File: src/hw/rtl/mh64a_pkg.sv
// constants and types shared by the murmur 64a hash block
// no dependencies
package mh64a_pkg;

  localparam logic [63:0] MH_MUL       = 64'hc6a4a7935bd1e995;
  localparam int unsigned MH_SHIFT     = 47;
  localparam logic [31:0] MH_SEED_RST  = 32'd7079;
  localparam logic [3:0]  MH_FULL_BYTES = 4'd8;
  localparam logic [3:0]  MH_NO_BYTES   = 4'd0;

  typedef logic [63:0] mh_word_t;

endpackage

File: src/hw/rtl/mh64a_in_if.sv
// input channel of the murmur 64a hash block: one key word per transaction
// no dependencies
interface mh64a_in_if;
  logic        valid;
  logic        ready;
  logic [63:0] data_word;
  logic [3:0]  valid_bytes;
  logic [31:0] message_length;
  logic        first_item;
  logic        last_item;

  modport source (output valid, output data_word, output valid_bytes,
                  output message_length, output first_item, output last_item,
                  input ready);
  modport sink (input valid, input data_word, input valid_bytes,
                input message_length, input first_item, input last_item,
                output ready);
endinterface

File: src/hw/rtl/mh64a_out_if.sv
// result channel of the murmur 64a hash block: one finished hash per transaction
// no dependencies
interface mh64a_out_if;
  logic        valid;
  logic        ready;
  logic [63:0] hash_value;

  modport source (output valid, output hash_value, input ready);
  modport sink (input valid, input hash_value, output ready);
endinterface

File: src/hw/rtl/mh64a_mul.sv
// 64-bit wrapping multiply by the mix constant on one shared 32x32 multiplier
// three partial products computed in turn; depends on mh64a_pkg
module mh64a_mul (
  input  logic                clk,
  input  logic                rst_n,
  input  logic                start,
  input  mh64a_pkg::mh_word_t a,
  output logic                done,
  output mh64a_pkg::mh_word_t prod
);
  import mh64a_pkg::*;

  typedef enum logic [1:0] {ST_LL, ST_LH, ST_HL} step_t;

  step_t       step_r;
  logic        busy_r;
  logic        done_r;
  mh_word_t    a_r;
  mh_word_t    acc_r;
  logic [31:0] x;
  logic [31:0] y;
  logic [63:0] p;

  always_comb begin
    unique case (step_r)
      ST_LL: begin
        x = a_r[31:0];
        y = MH_MUL[31:0];
      end
      ST_LH: begin
        x = a_r[31:0];
        y = MH_MUL[63:32];
      end
      ST_HL: begin
        x = a_r[63:32];
        y = MH_MUL[31:0];
      end
      default: begin
        x = a_r[31:0];
        y = MH_MUL[31:0];
      end
    endcase
    p = 64'(x) * 64'(y);
  end

  always_ff @(posedge clk) begin
    if (!rst_n) begin
      busy_r <= 1'b0;
      done_r <= 1'b0;
      step_r <= ST_LL;
    end else begin
      done_r <= 1'b0;
      if (start) begin
        a_r    <= a;
        busy_r <= 1'b1;
        step_r <= ST_LL;
      end else if (busy_r) begin
        unique case (step_r)
          ST_LL: begin
            acc_r  <= p;
            step_r <= ST_LH;
          end
          ST_LH: begin
            acc_r[63:32] <= acc_r[63:32] + p[31:0];
            step_r       <= ST_HL;
          end
          ST_HL: begin
            acc_r[63:32] <= acc_r[63:32] + p[31:0];
            busy_r       <= 1'b0;
            done_r       <= 1'b1;
            step_r       <= ST_LL;
          end
          default: step_r <= ST_LL;
        endcase
      end
    end
  end

  assign done = done_r;
  assign prod = acc_r;

endmodule

File: src/hw/rtl/murmur_hash_64a.sv
// murmur 64a key hasher: sequencer around one shared multiply unit
// depends on mh64a_pkg, mh64a_in_if, mh64a_out_if, mh64a_mul
//
// A key enters as a stream of 64-bit little-endian words on in_if, one word
// per transaction; first_item starts a new hash from the seed and
// message_length, last_item closes the key. valid_bytes of 8 mixes a full
// word, 1 to 7 xors a tail, 0 adds nothing (values above 8 count as 8).
// The finished hash leaves on out_if as one transaction per last word.
// The seed is written through cfg_wr_en / cfg_wr_data; the user must write it
// only while the block idles, which the block itself does not enforce. All
// multiplies run on one 32x32 multiplier, three partial products per 64-bit
// multiply plus a hand-over step. A word is accepted; if first, the seed setup
// multiply runs; the word is dispatched and mixed, with three multiplies for a
// full word or one for a tail (none for 0 bytes); a decide step follows, and if
// last, the finalize multiply and the load of the output register, plus any
// wait for that register. in_if.ready is high only while the sequencer idles.
// The result sits in an output register; the next word is taken while it
// waits, and a following result waits for out_if.ready.
// Reset sets the seed to 7079, clears the running hash and empties the output.
module murmur_hash_64a (
  input  logic              clk,
  input  logic              rst_n,
  mh64a_in_if.sink          in_if,
  mh64a_out_if.source       out_if,
  input  logic              cfg_wr_en,
  input  logic [31:0]       cfg_wr_data
);
  import mh64a_pkg::*;

  typedef enum logic [3:0] {
    S_IDLE, S_INIT, S_BODY, S_K1, S_K2, S_H, S_CHK, S_FIN, S_OUT
  } state_t;

  state_t      state_r;
  logic [31:0] seed_r;
  mh_word_t    h_r;
  mh_word_t    word_r;
  mh_word_t    fin_r;
  mh_word_t    out_hash_r;
  logic        out_valid_r;
  logic [3:0]  nb_r;
  logic        last_r;

  logic        mul_start;
  mh_word_t    mul_a;
  logic        mul_done;
  mh_word_t    mul_p;
  mh_word_t    keep;
  mh_word_t    p_mix;
  mh_word_t    h_mix;
  logic [3:0]  nb_sat;
  logic        out_free;

  mh64a_mul u_mul (
    .clk   (clk),
    .rst_n (rst_n),
    .start (mul_start),
    .a     (mul_a),
    .done  (mul_done),
    .prod  (mul_p)
  );

  always_comb begin
    for (int i = 0; i < 8; i++) begin
      keep[i*8 +: 8] = (4'(i) < nb_r) ? 8'hff : 8'h00;
    end
    p_mix  = mul_p ^ (mul_p >> MH_SHIFT);
    h_mix  = h_r ^ (h_r >> MH_SHIFT);
    nb_sat = (in_if.valid_bytes > MH_FULL_BYTES) ? MH_FULL_BYTES : in_if.valid_bytes;
    out_free = !out_valid_r || out_if.ready;
  end

  always_comb begin
    mul_start = 1'b0;
    mul_a     = word_r;
    unique case (state_r)
      S_IDLE: begin
        mul_start = in_if.valid && in_if.first_item;
        mul_a     = {32'd0, in_if.message_length};
      end
      S_BODY: begin
        mul_start = (nb_r != MH_NO_BYTES);
        mul_a     = (nb_r == MH_FULL_BYTES) ? word_r : (h_r ^ (word_r & keep));
      end
      S_K1: begin
        mul_start = mul_done;
        mul_a     = p_mix;
      end
      S_K2: begin
        mul_start = mul_done;
        mul_a     = h_r ^ mul_p;
      end
      S_CHK: begin
        mul_start = last_r;
        mul_a     = h_mix;
      end
      default: begin
        mul_start = 1'b0;
        mul_a     = word_r;
      end
    endcase
  end

  always_ff @(posedge clk) begin
    if (!rst_n) begin
      state_r     <= S_IDLE;
      seed_r      <= MH_SEED_RST;
      h_r         <= '0;
      out_valid_r <= 1'b0;
    end else begin
      if (cfg_wr_en) begin
        seed_r <= cfg_wr_data;
      end
      if (out_valid_r && out_if.ready) begin
        out_valid_r <= 1'b0;
      end
      unique case (state_r)
        S_IDLE: begin
          if (in_if.valid) begin
            word_r  <= in_if.data_word;
            nb_r    <= nb_sat;
            last_r  <= in_if.last_item;
            state_r <= in_if.first_item ? S_INIT : S_BODY;
          end
        end
        S_INIT: begin
          if (mul_done) begin
            h_r     <= {32'd0, seed_r} ^ mul_p;
            state_r <= S_BODY;
          end
        end
        S_BODY: begin
          priority if (nb_r == MH_FULL_BYTES) begin
            state_r <= S_K1;
          end else if (nb_r != MH_NO_BYTES) begin
            state_r <= S_H;
          end else begin
            state_r <= S_CHK;
          end
        end
        S_K1: begin
          if (mul_done) begin
            state_r <= S_K2;
          end
        end
        S_K2: begin
          if (mul_done) begin
            state_r <= S_H;
          end
        end
        S_H: begin
          if (mul_done) begin
            h_r     <= mul_p;
            state_r <= S_CHK;
          end
        end
        S_CHK: begin
          state_r <= last_r ? S_FIN : S_IDLE;
        end
        S_FIN: begin
          if (mul_done) begin
            fin_r   <= p_mix;
            state_r <= S_OUT;
          end
        end
        S_OUT: begin
          if (out_free) begin
            out_hash_r  <= fin_r;
            out_valid_r <= 1'b1;
            state_r     <= S_IDLE;
          end
        end
        default: state_r <= S_IDLE;
      endcase
    end
  end

  assign in_if.ready       = (state_r == S_IDLE);
  assign out_if.valid      = out_valid_r;
  assign out_if.hash_value = out_hash_r;

endmodule

File: src/flat_wrapper.sv
// flat-port wrapper written by rule: the top's interface ports become plain ports
module murmur_hash_64a_flat import mh64a_pkg::*;
  (clk, rst_n, cfg_wr_en, cfg_wr_data, in_if_valid, in_if_data_word, in_if_valid_bytes, in_if_message_length, in_if_first_item, in_if_last_item, in_if_ready, out_if_valid, out_if_hash_value, out_if_ready);
  mh64a_in_if in_if_i ();
  mh64a_out_if out_if_i ();
  input  logic clk;
  input  logic rst_n;
  input  logic cfg_wr_en;
  input  logic [31:0] cfg_wr_data;
  input wire logic [$bits(in_if_i.valid)-1:0] in_if_valid;
  input wire logic [$bits(in_if_i.data_word)-1:0] in_if_data_word;
  input wire logic [$bits(in_if_i.valid_bytes)-1:0] in_if_valid_bytes;
  input wire logic [$bits(in_if_i.message_length)-1:0] in_if_message_length;
  input wire logic [$bits(in_if_i.first_item)-1:0] in_if_first_item;
  input wire logic [$bits(in_if_i.last_item)-1:0] in_if_last_item;
  output wire logic [$bits(in_if_i.ready)-1:0] in_if_ready;
  output wire logic [$bits(out_if_i.valid)-1:0] out_if_valid;
  output wire logic [$bits(out_if_i.hash_value)-1:0] out_if_hash_value;
  input wire logic [$bits(out_if_i.ready)-1:0] out_if_ready;
  assign in_if_i.valid = in_if_valid;
  assign in_if_i.data_word = in_if_data_word;
  assign in_if_i.valid_bytes = in_if_valid_bytes;
  assign in_if_i.message_length = in_if_message_length;
  assign in_if_i.first_item = in_if_first_item;
  assign in_if_i.last_item = in_if_last_item;
  assign in_if_ready = in_if_i.ready;
  assign out_if_valid = out_if_i.valid;
  assign out_if_hash_value = out_if_i.hash_value;
  assign out_if_i.ready = out_if_ready;
  murmur_hash_64a u_core (.clk(clk), .rst_n(rst_n), .in_if(in_if_i), .out_if(out_if_i), .cfg_wr_en(cfg_wr_en), .cfg_wr_data(cfg_wr_data));
endmodule
File: config.mk
export PLATFORM = sky130hd
export DESIGN_NAME = murmur_hash_64a_flat
export DESIGN_NICKNAME = d
export VERILOG_FILES = /design/src/hw/rtl/mh64a_pkg.sv /design/src/hw/rtl/mh64a_in_if.sv /design/src/hw/rtl/mh64a_out_if.sv /design/src/hw/rtl/mh64a_mul.sv /design/src/hw/rtl/murmur_hash_64a.sv /design/src/flat_wrapper.sv
export SDC_FILE = /design/constraint.sdc
export NUM_CORES = 2
export LEC_CHECK = 0
export BUFFER_PORTS_ARGS = -buffer_cell sky130_fd_sc_hd__buf_2
export CORE_MARGIN = 2
export CORE_UTILIZATION = 63
export DETAILED_ROUTE_END_ITERATION = 12
export PLACE_DENSITY_LB_ADDON = 0.08
export SLEW_MARGIN = 20
export SYNTH_ARGS = -nofsm -noshare
export SYNTH_HDL_FRONTEND = slang
export SYNTH_SLANG_ARGS = --single-unit
export TNS_END_PERCENT = 20
File: constraint.sdc
create_clock -name clk -period 11.4 [get_ports clk]
set_clock_uncertainty 0.15 [all_clocks]
set_input_delay 0 -clock clk [delete_from_list [all_inputs] [get_ports clk]]
set_output_delay 0 -clock clk [all_outputs]
set_load 0.1 [all_outputs]
==> results.ini <==
[worst_setup_path]
critPathSlowestCell = fa_1
crit_path_frequent_cell = inv_1
critPathRequiredTime_ns = 11.50
cpPeakStageDelay_ns = 0.56
startpoint = u_core.u_mul.step_r[0]
cp.depth = 37
cp_max_fo = 11
reg2reg_to = u_core.u_mul.prod[63]
crit_end = u_core.u_mul.prod[63]
worst_r2r_startpoint = u_core.u_mul.step_r[0]
worst_setup_path_start_kind = flip-flop
worst-path-buf-inv = 9
r2r_slack_ns = 0.60
crit_family = adder cells
endpoint_kind = flip-flop
crit_type = reg2reg
worst-r2r-cell-count = 37
critPathArrivalTime_ns = 10.90

[die]
row_count = 98
placeableCoreArea_mm2 = 0.0712
ios = 205
die_width_um = 272
initial_core_util = 0.634
die_h_um = 272
dieArea_mm2 = 0.0739

[detailed_routing]
routed_via_density = 6.13
drt_iter0_drc = 3975
vias = 35500
drc = 0
ant_nets = 0
drt-pass1-iter-count = 7
wire_per_inst_um = 25.0
finalWirelength_um = 145000

[sta]
setup_viol = 0
setup_tns_ns = 0
fin_crit_sh = 0.947
slew_headroom = 0.222
hold-worst-slack_ns = 0.0183
fmax_mhz = 92.6
rsz0062_at_grt = false
hold_viol = 0
tightest_slew_ns = 1.16
fin_crit_ns = 10.80
finalMaxSlewViolations = 0

[synthesis]
avgSynthCellArea_um2 = 9.97
synth_edf_count = 325
async_flop_share = 0
yosysWarnings = 0
syn_area_mm2 = 0.0452
synth_cell_types = 74
synth_fp_nets = 5722
syn_inst = 4531
seq_area_frac_synth = 0.263
synth-seq-cells = 430
synth_ff_type = edfxtp_1

[grt]
gr-total-overflow = 0
grt_pass1_vias = 35200
grt_use_total = 0.397
grt_start_max_net_pins = 97
grt_pass1_wl_um = 218000
grt_antenna_before_repair = 6

[clock_tree]
cts_sinks = 430
post-cts-setup-buffers = 0
cts_max_level = 2
cts_buffers = 39
insertion_delay_ns = 0.56
root_buffer = clkbuf_16
cts_tree = yes
max-clock-path-buffers = 3
clkSlewWorstSetupHoldPaths_ns = 0.07

[cells_and_area]
area_delta_synth_final_pct = 11.0
multi_input_area_mm2 = 0.0297
layout-drive-gt1-share = 0.0867
seq_area_mm2 = 0.0119
fillers = 5482
layout_common_cells = inv_1, fa_1, ha_1
nNetsFinal = 6005
mostFrequentLayoutCell = inv_1

[job]
maxCapViolCount = 0

[worst_hold_path]
min_from = in_if_data_word[30]
hp-class = in2reg

[placement]
place_congestion = 1.00
port-buffer-count = 204
post-dp-hpwl_um = 115000

[run_status]
status = finished, final reports clean

[cell usage after synthesis (7+ instances only)]
library cell / n / share of area
buf_2: 11 / 0.0012
a211oi_1: 40 / 0.0066
a211o_1: 9 / 0.0017
nor2_1: 337 / 0.028
and2_1: 19 / 0.0026
a31o_2: 7 / 0.0014
nand3_1: 65 / 0.0072
nand2b_1: 26 / 0.0036
mux2_2: 13 / 0.0032
nand2_1: 335 / 0.028
a222oi_1: 8 / 0.0018
a22oi_1: 12 / 0.0020
mux2i_1: 59 / 0.013
a31oi_1: 55 / 0.0076
buf_1: 26 / 0.0022
xnor2_1: 83 / 0.016
o21ai_0: 184 / 0.020
o21a_1: 8 / 0.0013
o21ai_1: 7 / 0.00078
o22ai_1: 41 / 0.0057
a221oi_1: 11 / 0.0021
a21oi_1: 315 / 0.035
a221o_1: 25 / 0.0055
a21o_1: 63 / 0.010
or2_2: 14 / 0.0019
dfxtp_1: 105 / 0.047
fa_1: 609 / 0.27
o21bai_1: 15 / 0.0025
o311ai_0: 9 / 0.0017
edfxtp_1: 325 / 0.22
o211ai_1: 7 / 0.0012
nor3_1: 15 / 0.0017
inv_1: 780 / 0.065
ha_1: 443 / 0.12
and3_1: 8 / 0.0011
nor2b_1: 39 / 0.0054
nand4_1: 64 / 0.0089
o221ai_1: 9 / 0.0017
or3_1: 13 / 0.0018
xor2_1: 101 / 0.020
clkbuf_1: 157 / 0.013
[worst min-delay path by stage]
stage                                   end  slack (ns)  depth (start not counted)
final                     u_core.word_r[30]        0.02                          2
after global routing      u_core.word_r[30]        0.01                          2
after CTS                 u_core.word_r[30]       0.002                          2
after detailed placement  u_core.word_r[52]        0.03                          1
after global placement    u_core.word_r[29]        0.03                          1
after floorplan               u_core.last_r       -0.05                          0
[kinds of logic (layout without fill, tap and decap cells)]
| family | after synthesis | in the layout | synth area share |
|---|---|---|---|
| multiplexers | 72 | 72 | 0.0163 |
| AND/OR/NAND/NOR | 954 | 954 | 0.0935 |
| adder cells (fa/ha/maj) | 1052 | 1052 | 0.393 |
| other | 0 | 2 | 0 |
| XOR/XNOR | 184 | 184 | 0.0357 |
| AO/OA/AOI/OAI | 859 | 859 | 0.117 |
| flip-flops | 430 | 430 | 0.263 |
| buffers and inverters | 980 | 1292 | 0.0819 |
[state kept, by name (all words and copies together), names as in the netlist]
signal	cells
u_core.u_mul.a_r	64
u_core.out_if.hash_value	64
u_core.u_mul.busy_r	1
u_core.nb_r	4
u_core.state_r	4
u_core.u_mul.prod	64
u_core.u_mul.step_r	2
u_core.u_mul.done	1
u_core.out_if.valid	1
u_core.word_r	64
u_core.fin_r	64
u_core.h_r	64
u_core.last_r	1
u_core.seed_r	32
[per-layer routing]
metal / part of all wire / up-vias / track usage
met5: 0 / - / 0
met2: 0.44 / 2005 / 0.602
met4: 0.054 / 0 / 0.168
met3: 0.10 / 416 / 0.0779
li1: - / 15600 / -
met1: 0.40 / 17400 / 0.563
[cell type report]
class	instances	share of cell area
Antenna cell	2	0.0000998
Tap cell	950	0.0237
Clock inverter	21	0.00484
Sequential cell	430	0.237
Timing Repair Buffer	438	0.0627
Multi-Input combinational cell	3121	0.592
Inverter	784	0.0587
Clock buffer	49	0.0215
[stage by stage]
step / instance area, um^2 / setup slack, ns / util / std cells
detailed placement: 47400 / 0.661 / 0.665 / 5577
global placement: 47400 / 0.917 / 0.665 / 5577
floorplan: 45200 / 1.37 / - / 4531
CTS: 50100 / 0.588 / 0.704 / 5793
finish: 50200 / 0.600 / 0.704 / 5795
global route: 50100 / 0.0108 / 0.704 / 5793
[timing repair]
item                                    in CTS  in global routing
endpoints found under the setup margin       0                  3
resized for setup                            0                  1
hold buffers                               146                  0
endpoints found under the hold margin      148                  0
Power is not shown: default switching activity piles up to over one toggle a cycle in this logic, so the estimate is an artifact.
